$ cat src/design/erm_pkg.sv
// Shared types and constants for the roll-pitch-yaw to rotation matrix block.
// Holds item structs, CORDIC lane type and the arctangent table.
// No dependencies.
package erm_pkg;

	localparam int CORDIC_STEPS = 30;
	localparam int WORK_FRAC    = 30;
	localparam logic signed [33:0] CORDIC_GAIN = 34'sd652032874;

	typedef struct packed {
		logic signed [15:0] roll_angle;
		logic signed [15:0] pitch_angle;
		logic signed [15:0] yaw_angle;
	} erm_in_t;

	typedef struct packed {
		logic signed [15:0] r00;
		logic signed [15:0] r01;
		logic signed [15:0] r02;
		logic signed [15:0] r10;
		logic signed [15:0] r11;
		logic signed [15:0] r12;
		logic signed [15:0] r20;
		logic signed [15:0] r21;
		logic signed [15:0] r22;
	} erm_out_t;

	// One angle in flight through the CORDIC chain (Q30 x/y, 2^32 per turn z)
	typedef struct packed {
		logic signed [33:0] x;
		logic signed [33:0] y;
		logic signed [32:0] z;
		logic               flip;
	} erm_lane_t;

	// Lanes: 0 roll, 1 pitch, 2 yaw
	typedef erm_lane_t [2:0] erm_cell_t;

	// Sine and cosine of the three angles after the chain
	typedef struct packed {
		logic signed [33:0] sr;
		logic signed [33:0] cr;
		logic signed [33:0] sp;
		logic signed [33:0] cp;
		logic signed [33:0] sy;
		logic signed [33:0] cy;
	} erm_trig_t;

	function automatic logic signed [32:0] atan_turns(input int i);
		logic signed [32:0] a;
		case (i)
			0:  a = 33'sh020000000;
			1:  a = 33'sh012E4051E;
			2:  a = 33'sh009FB385B;
			3:  a = 33'sh0051111D4;
			4:  a = 33'sh0028B0D43;
			5:  a = 33'sh00145D7E1;
			6:  a = 33'sh000A2F61E;
			7:  a = 33'sh000517C55;
			8:  a = 33'sh00028BE53;
			9:  a = 33'sh000145F2F;
			10: a = 33'sh0000A2F98;
			11: a = 33'sh0000517CC;
			12: a = 33'sh000028BE6;
			13: a = 33'sh0000145F3;
			14: a = 33'sh00000A2FA;
			15: a = 33'sh00000517D;
			16: a = 33'sh0000028BE;
			17: a = 33'sh00000145F;
			18: a = 33'sh000000A30;
			19: a = 33'sh000000518;
			20: a = 33'sh00000028C;
			21: a = 33'sh000000146;
			22: a = 33'sh0000000A3;
			23: a = 33'sh000000051;
			24: a = 33'sh000000029;
			25: a = 33'sh000000014;
			26: a = 33'sh00000000A;
			27: a = 33'sh000000005;
			28: a = 33'sh000000003;
			29: a = 33'sh000000001;
			default: a = '0;
		endcase
		return a;
	endfunction

endpackage

$ cat src/design/erm_cordic_cell.sv
// One CORDIC rotation step for three angle lanes, with its own stage register.
// Depends on erm_pkg.
module erm_cordic_cell #(
	parameter int STEP = 0
) (
	input  logic              clk,
	input  logic              arst_n,
	input  logic              in_valid,
	output logic              in_ready,
	input  erm_pkg::erm_cell_t in_cell,
	output logic              out_valid,
	input  logic              out_ready,
	output erm_pkg::erm_cell_t out_cell
);
	import erm_pkg::*;

	localparam logic signed [32:0] ATAN = atan_turns(STEP);

	logic      valid_q;
	erm_cell_t cell_q;
	erm_cell_t nxt;

	assign in_ready  = !valid_q || out_ready;
	assign out_valid = valid_q;
	assign out_cell  = cell_q;

	// rotate each lane toward z = 0
	always_comb begin
		for (int l = 0; l < 3; l++) begin
			nxt[l].flip = in_cell[l].flip;
			if (!in_cell[l].z[32]) begin
				nxt[l].x = in_cell[l].x - (in_cell[l].y >>> STEP);
				nxt[l].y = in_cell[l].y + (in_cell[l].x >>> STEP);
				nxt[l].z = in_cell[l].z - ATAN;
			end else begin
				nxt[l].x = in_cell[l].x + (in_cell[l].y >>> STEP);
				nxt[l].y = in_cell[l].y - (in_cell[l].x >>> STEP);
				nxt[l].z = in_cell[l].z + ATAN;
			end
		end
	end

	always_ff @(posedge clk or negedge arst_n) begin
		if (!arst_n) begin
			valid_q <= 1'b0;
		end else if (in_ready) begin
			valid_q <= in_valid;
		end
	end

	always_ff @(posedge clk) begin
		if (in_valid && in_ready) begin
			cell_q <= nxt;
		end
	end

endmodule

$ cat config.mk
export PLATFORM = sky130hd
export DESIGN_NAME = erm_cordic_cell
export DESIGN_NICKNAME = d
export VERILOG_FILES = /design/src/design/erm_pkg.sv /design/src/design/erm_cordic_cell.sv
export SDC_FILE = /design/constraint.sdc
export NUM_CORES = 1
export LEC_CHECK = 0
export ABC_CLOCK_PERIOD_IN_PS = 9000
export BUFFER_PORTS_ARGS = -buffer_cell sky130_fd_sc_hd__buf_2
export CORE_UTILIZATION = 25
export CTS_BUF_LIST = sky130_fd_sc_hd__clkbuf_8
export CTS_CLUSTER_DIAMETER = 100
export DETAILED_ROUTE_END_ITERATION = 12
export PLACE_DENSITY = 0.43
export SYNTH_ARGS = -nofsm -noshare
export SYNTH_HDL_FRONTEND = slang
export SYNTH_SLANG_ARGS = --single-unit
$ cat constraint.sdc
create_clock -name clk -period 9 [get_ports clk]
set_input_delay 0.45 -clock clk [delete_from_list [all_inputs] [get_ports clk]]
set_output_delay 0.45 -clock clk [all_outputs]
set_load 0.05 [all_outputs]
==> results_dict.tcl, run 1 <==
set metrics [dict create \
    hold_viol 0 \
    synth_top_area_frac 0.344 \
    postPlaceCellArea_sq_um 30800 \
    cts_tree "yes" \
    drt_pre_antenna_iters 6 \
    post-route-min-period_ns 3.37 \
    critPathMaxStageDelay_ns 0.64 \
    wl_per_cell_microns 20.6 \
    ys.flop_type "edfxtp_1" \
    syn_nets 3595 \
    cpMaxStageDelayCell "o21ai_0" \
    synth_seq_area_share 0.345 \
    clock-root-buffer "clkbuf_8" \
    cts_hold_buf 98 \
    clock_path_buffers 3 \
    cts_resized 0 \
    grt_start_max_net_pins 133 \
    grt_pass1_vias 24701 \
    power_mw 5.40 \
    worstSetupPathType "input pin to register" \
    drtAntennaViolNets 0 \
    finalCritPeriodShare 0.374 \
    power_switching_mw 2.22 \
    max_freq_mhz 297 \
    num_rows 118 \
    worst_ep_required_time_ns 9.44 \
    holdPathStages 2 \
    drv_slew 0 \
    place_congestion 0.914 \
    synth_area_sq_um 26400 \
    cts.reportedPaths.clkPinSlew_ns 0.06 \
    io_buffers 617 \
    grt_pass1_wl_microns 153000 \
    outcome "complete, no violations" \
    clock_latency_ns 0.73 \
    fin_setup_tns_ns 0 \
    p_sw_frac 0.412 \
    hold_ws_ns 0.0998 \
    regArea_sq_um 9120 \
    antenna_found_initial 19 \
    worstPathArrival_ns 3.81 \
    wl_microns 104000 \
    setup_viol 0 \
    hold_start "in_cell[235]" \
    die_h_microns 327 \
    r2r_cells 3 \
    layout_common_cells "buf_2, a21oi_1, inv_1" \
    power.internal_mw 3.18 \
    crit_fanout 10 \
    htreeDepth 2 \
    power_frac_comb 0.395 \
    r2r-end "out_cell[169]" \
    layout-drive-gt1-share 0.206 \
    pin_count 618 \
    worst_r2r_startpoint "out_valid" \
    cpMostUsedCell "a21oi_1" \
    fin_cells 5054 \
    gr-usage-all-layers 0.186 \
    relSlewSlack 0.353 \
    p_clk_frac 0.268 \
    core_area_sq_um 104000 \
    cts.sinks 304 \
    cts_inserted_buffers 60 \
    final_common_cell "buf_2" \
    critPathLaunchType "input pin" \
    synth_edf_count 303 \
    drc_errors 0 \
    yosys.area.top_type "edfxtp_1" \
    total_leakage_power_nw 14.3 \
    syn2layout_area_growth_pct 24.7 \
    p_per_area_nw_per_um2 164 \
    start_util 0.254 \
    viasPerCell 4.91 \
    drt_first_iter_violations 1725 \
    rsz0062_at_grt "no" \
    via_count 24827 \
    ys_seq_elements 304 \
    min_path_type "input pin to register" \
    skew_ns 0.0222 \
    synth_area_per_cell_sq_um 8.89 \
    pwr-share-seq 0.336 \
    stdcell_area_sq_um 32900 \
    multiInputGateArea_sq_um 15500 \
    ff2ff_setup_slack_ns 6.77 \
    die_w_microns 327 \
    worst_slew_pin_slew_ns 0.970 \
    synth_area_leaders "edfxtp_1, ha_1, a21oi_1" \
    ys_types 90 \
    drv_cap 0 \
    async_reset_ff_frac 0.00329 \
    finalNetCount 4249 \
    yosys_warnings 0 \
    dp_hpwl_microns 82700 \
    dieArea_sq_um 107000 \
    irDropWorstVdd_v 0.000112 \
    overflow 0 \
    crit_chain "buf_2 -> inv_1 -> ha_1 -> a21oi_1 -> nand2_1 -> o21ai_0 -> o21a_1 -> o31a_1 -> o221ai_1 -> a2111oi_0 -> a21oi_1 -> xor2_1" \
    cts_setup_buffers 0 \
    cp-end-kind "register" \
    fill_cells 11198 \
    synth_cells 2970 \
    min_to "out_cell[235]" \
    dp.cells 4844 \
]
==> layer usage <==
| layer | wire (microns) | GRT usage | vias to the layer above | part of all wire |
|---|---|---|---|---|
| met5 | 26 | 0 | - | 0.00025 |
| met2 | 49900 | 0.316 | 867 | 0.48 |
| met1 | 44700 | 0.234 | 11876 | 0.43 |
| met3 | 6620 | 0.0370 | 144 | 0.064 |
| li1 | - | - | 11936 | - |
| met4 | 2910 | 0.0600 | 4 | 0.028 |
==> critical path: cells and delay by family <==
family / cells / cell delay (ns)
AOI/OAI and AO/OA: 7 / 2.51
adders and majority gates: 1 / 0.42
xor gates and xnor gates: 1 / 0.19
buffers and inverters: 2 / 0.14
and+or+nand+nor: 1 / 0.08
==> through the flow <==
| step | util | setup WS (ns) |
|---|---|---|
| after floorplan | - | 0.312 |
| after global placement | 0.296 | 4.91 |
| after detailed placement | 0.296 | 4.94 |
| after CTS | 0.316 | 5.73 |
| after global routing | 0.317 | 5.47 |
| final | 0.317 | 5.63 |
==> registers in the layout, summed over array words and instances (netlist names) <==
| signal | count |
|---|---|
| out_cell | 303 |
| out_valid | 1 |
==> cell families (layout without fill, tap and decap cells) <==
group                    Yosys count  in the layout  share of synthesized area
adder cells (fa/ha/maj)          315            315                      0.153
other                              0              4                          0
flip-flops                       304            304                      0.345
XOR/XNOR                         198            198                     0.0656
buffers and inverters            454           1154                     0.0669
AO/OA/AOI/OAI                    966            966                      0.230
AND/OR/NAND/NOR                  690            690                      0.123
multiplexers                      43             43                     0.0164
==> layout make-up <==
class,count,area share
multi-input cells,2212,0.471
flip-flops and latches,304,0.277
repair buffers,724,0.126
well taps,1380,0.0524
inverters,322,0.0367
clock buffers,60,0.0251
clock inverters,48,0.0110
diodes,4,0.000304
==> power by group through the flow <==
stage / clock network, mW / logic, mW / registers, mW
finish: 1.45 / 2.13 / 1.82
global route: 1.57 / 2.29 / 1.83
CTS: 1.53 / 2.14 / 1.82
detailed placement: 0 / 2.09 / 1.85
global placement: 0 / 2.10 / 1.85
floorplan: 0 / 0.980 / 2.33
==> worst max-delay path by stage <==
stage	startpoint	endpoint	slack, ns	cells after the start
6_report	in_cell[141]	out_cell[169]	5.63	12
5_1_grt	in_cell[245]	out_cell[302]	5.47	13
4_1_cts	in_cell[141]	out_cell[169]	5.73	12
3_5_place_dp	in_cell[141]	out_cell[169]	4.94	12
3_3_place_gp	in_cell[246]	out_cell[302]	4.91	13
2_1_floorplan	out_valid	out_cell[0]	0.31	2
==> cells in the mapped netlist, types with 9 or more instances <==
cell type	instances
a2111oi_0	10
a211oi_1	23
a21boi_0	10
a21o_1	42
a21oi_1	358
a31o_2	9
a31oi_1	23
buf_1	23
buf_2	20
clkbuf_1	81
clkinv_1	9
edfxtp_1	303
fa_1	12
ha_1	303
inv_1	311
mux2i_1	41
nand2_1	147
nand2b_1	35
nand3_1	42
nand4_1	27
nor2_1	253
nor2b_1	35
nor3_1	58
nor4_1	27
o211ai_1	27
o21a_1	26
o21ai_0	201
o21ai_1	10
o21bai_1	61
o22ai_1	17
o31a_1	9
o31ai_1	32
or2_2	11
or3_1	20
xnor2_1	162
xor2_1	36
(Power assumes the default switching activity.)
==> run 2, diff against run 1 <==
- ABC_AREA: not set -> 1
- ABC_CLOCK_PERIOD_IN_PS: 9000 -> 3530
- clock period: 9 -> 3.53 ns (I/O delays scaled with it)
==> results_dict.tcl, run 2 <==
set metrics [dict create \
    wl_microns 136000 \
    ys_types 51 \
    largest_reg_flops 303 \
    synth_top_area_frac 0.294 \
    cp-end-kind "register" \
    drt_pre_antenna_iters 6 \
    yosys-top-cells-count "nand2_1, inv_1, nand3_1, nor2_1, a21oi_1" \
    irDropWorstVdd_v 0.000245 \
    die_h_microns 354 \
    dp_slack_ns 0.667 \
    worstSetupPathType "input pin to register" \
    syn_nets 5134 \
    clock_path_buffers 3 \
    post-route-min-period_ns 2.65 \
    crit_start "in_cell[137]" \
    cts_tree "yes" \
    cts_resized 0 \
    total_leakage_power_nw 18.6 \
    dieArea_sq_um 125000 \
    final_common_cell "nand2_1" \
    gr-usage-all-layers 0.210 \
    synth_seq_area_share 0.295 \
    clock-root-buffer "clkbuf_8" \
    synth.most_common_cell "nand2_1" \
    worst_slew_pin_slew_ns 1.04 \
    dp_hpwl_microns 114000 \
    relSlewSlack 0.304 \
    clock_latency_ns 0.73 \
    max_freq_mhz 377 \
    drt_first_iter_violations 2558 \
    cts_hold_buf 129 \
    htreeDepth 2 \
    overflow 0 \
    endpoint "out_cell[169]" \
    cts.sinks 304 \
    synth_area_leaders "edfxtp_1, nand2_1, ha_1" \
    synth_area_sq_um 30900 \
    fill_cells 13659 \
    grt_start_max_net_pins 126 \
    outcome "complete, no violations" \
    async_reset_ff_frac 0.00329 \
    r2r-end "out_cell[14]" \
    place_congestion 0.947 \
    cts_setup_buffers 0 \
    skew_ns 0.0442 \
    worst_r2r_startpoint "out_valid" \
    ff2ff_setup_slack_ns 1.68 \
    num_rows 128 \
    worstPathArrival_ns 3.10 \
    start_util 0.253 \
    drv_cap 0 \
    grt_pass1_wl_microns 200000 \
    layout-drive-gt1-share 0.160 \
    finish.utilization 0.311 \
    ys.flop_type "edfxtp_1" \
    fin_setup_tns_ns 0 \
    antenna_found_initial 18 \
    viasPerCell 4.77 \
    die_w_microns 354 \
    via_count 32839 \
    setup_slack_ns 0.876 \
    hold_ws_ns 0.0784 \
    rsz0062_at_grt "no" \
    r2r_cells 3 \
    synth_cells 4509 \
    dp.cells 6639 \
    finalCritPeriodShare 0.752 \
    ys_seq_elements 304 \
    worst_ep_required_time_ns 3.97 \
    drc_errors 0 \
    crit_fanout 5 \
    pin_count 618 \
    yosys_warnings 0 \
    p_per_area_nw_per_um2 378 \
    cts_inserted_buffers 61 \
    layout_common_cells "nand2_1, inv_1, buf_2" \
    hold_viol 0 \
    wl_per_cell_microns 19.8 \
    syn2layout_area_growth_pct 22.8 \
    core_area_sq_um 122000 \
    grt_pass1_vias 32005 \
    fin_cells 6881 \
    synth_area_per_cell_sq_um 6.86 \
    cts.reportedPaths.clkPinSlew_ns 0.06 \
    min_path_type "input pin to register" \
    drtAntennaViolNets 0 \
    drv_slew 0 \
    synth_edf_count 303 \
    critPathLaunchType "input pin" \
    yosys.area.top_type "edfxtp_1" \
    setup_viol 0 \
    finalNetCount 5831 \
    io_buffers 617 \
]
[run 2: cell types whose count changed after synthesis, moves of 37 or more]
cell / delta
o21ai_0: +50
inv_1: +313
nor2_1: +154
xor2_1: +41
mux2i_1: -37
xnor2_1: -158
clkbuf_1: -56
nand2_1: +1054
buf_4: +53
nand3_1: +399
[run 2: per-layer routing]
layer,up-vias,wire length (microns),GRT usage
li1,16170,-,-
met4,14,3160,0.0509
met1,15402,62500,0.284
met5,-,92,0
met2,1083,62500,0.349
met3,170,7830,0.0298
[run 2: critical path: stages]
cell	delay, ns
dlygate4sd3_1	0.52
buf_2	0.18
inv_1	0.09
ha_1	0.33
inv_1	0.10
nand3_1	0.10
nor2_1	0.15
nand3_1	0.18
nand3_1	0.32
nand2_1	0.13
nand2_1	0.08
nand2_1	0.06
nand3_1	0.07
nand2_1	0.06
dlygate4sd3_1	0.54
[run 2: cell families (layout without fill, tap and decap cells)]
group	count (synthesis)	after routing	synth area share
AOI/OAI and AO/OA	813	813	0.144
DFF	304	304	0.295
other	0	4	0
adders and majority gates	315	315	0.130
and+or+nand+nor	2214	2214	0.302
muxes	4	4	0.00130
xor gates and xnor gates	81	81	0.0229
buffers and inverters	778	1521	0.104
[run 2: power breakdown]
part / switching [mW] / internal [mW]
registers: 0.134 / 4.43
logic: 4.39 / 1.63
clock network: 1.75 / 1.99
[run 2: final cells by class]
cell class                      count  area (sq um)  share of cell area
Antenna cell                        4          10.0            0.000264
Clock buffer                       61           840              0.0221
Clock inverter                     48           367             0.00966
Inverter                          646          2430              0.0640
Multi-Input combinational cell   3427         18600               0.490
Sequential cell                   304          9130               0.240
Tap cell                         1625          2030              0.0536
Timing Repair Buffer              766          4570               0.120
[run 2: worst min path at each step]
stage,end,from,cells after the start
2_1_floorplan,out_valid,arst_n,0
3_3_place_gp,out_valid,arst_n,1
3_5_place_dp,out_valid,arst_n,1
4_1_cts,out_cell[271],in_cell[305],5
5_1_grt,out_cell[131],in_cell[131],2
6_report,out_cell[271],in_cell[305],5
[run 2: metrics by stage]
step	area, sq um	power [mW]
after detailed placement	35400	10.5
after CTS	37900	14.5
after floorplan	30900	8.61
final	37900	14.3
after global routing	37900	15.2
after global placement	35400	10.5
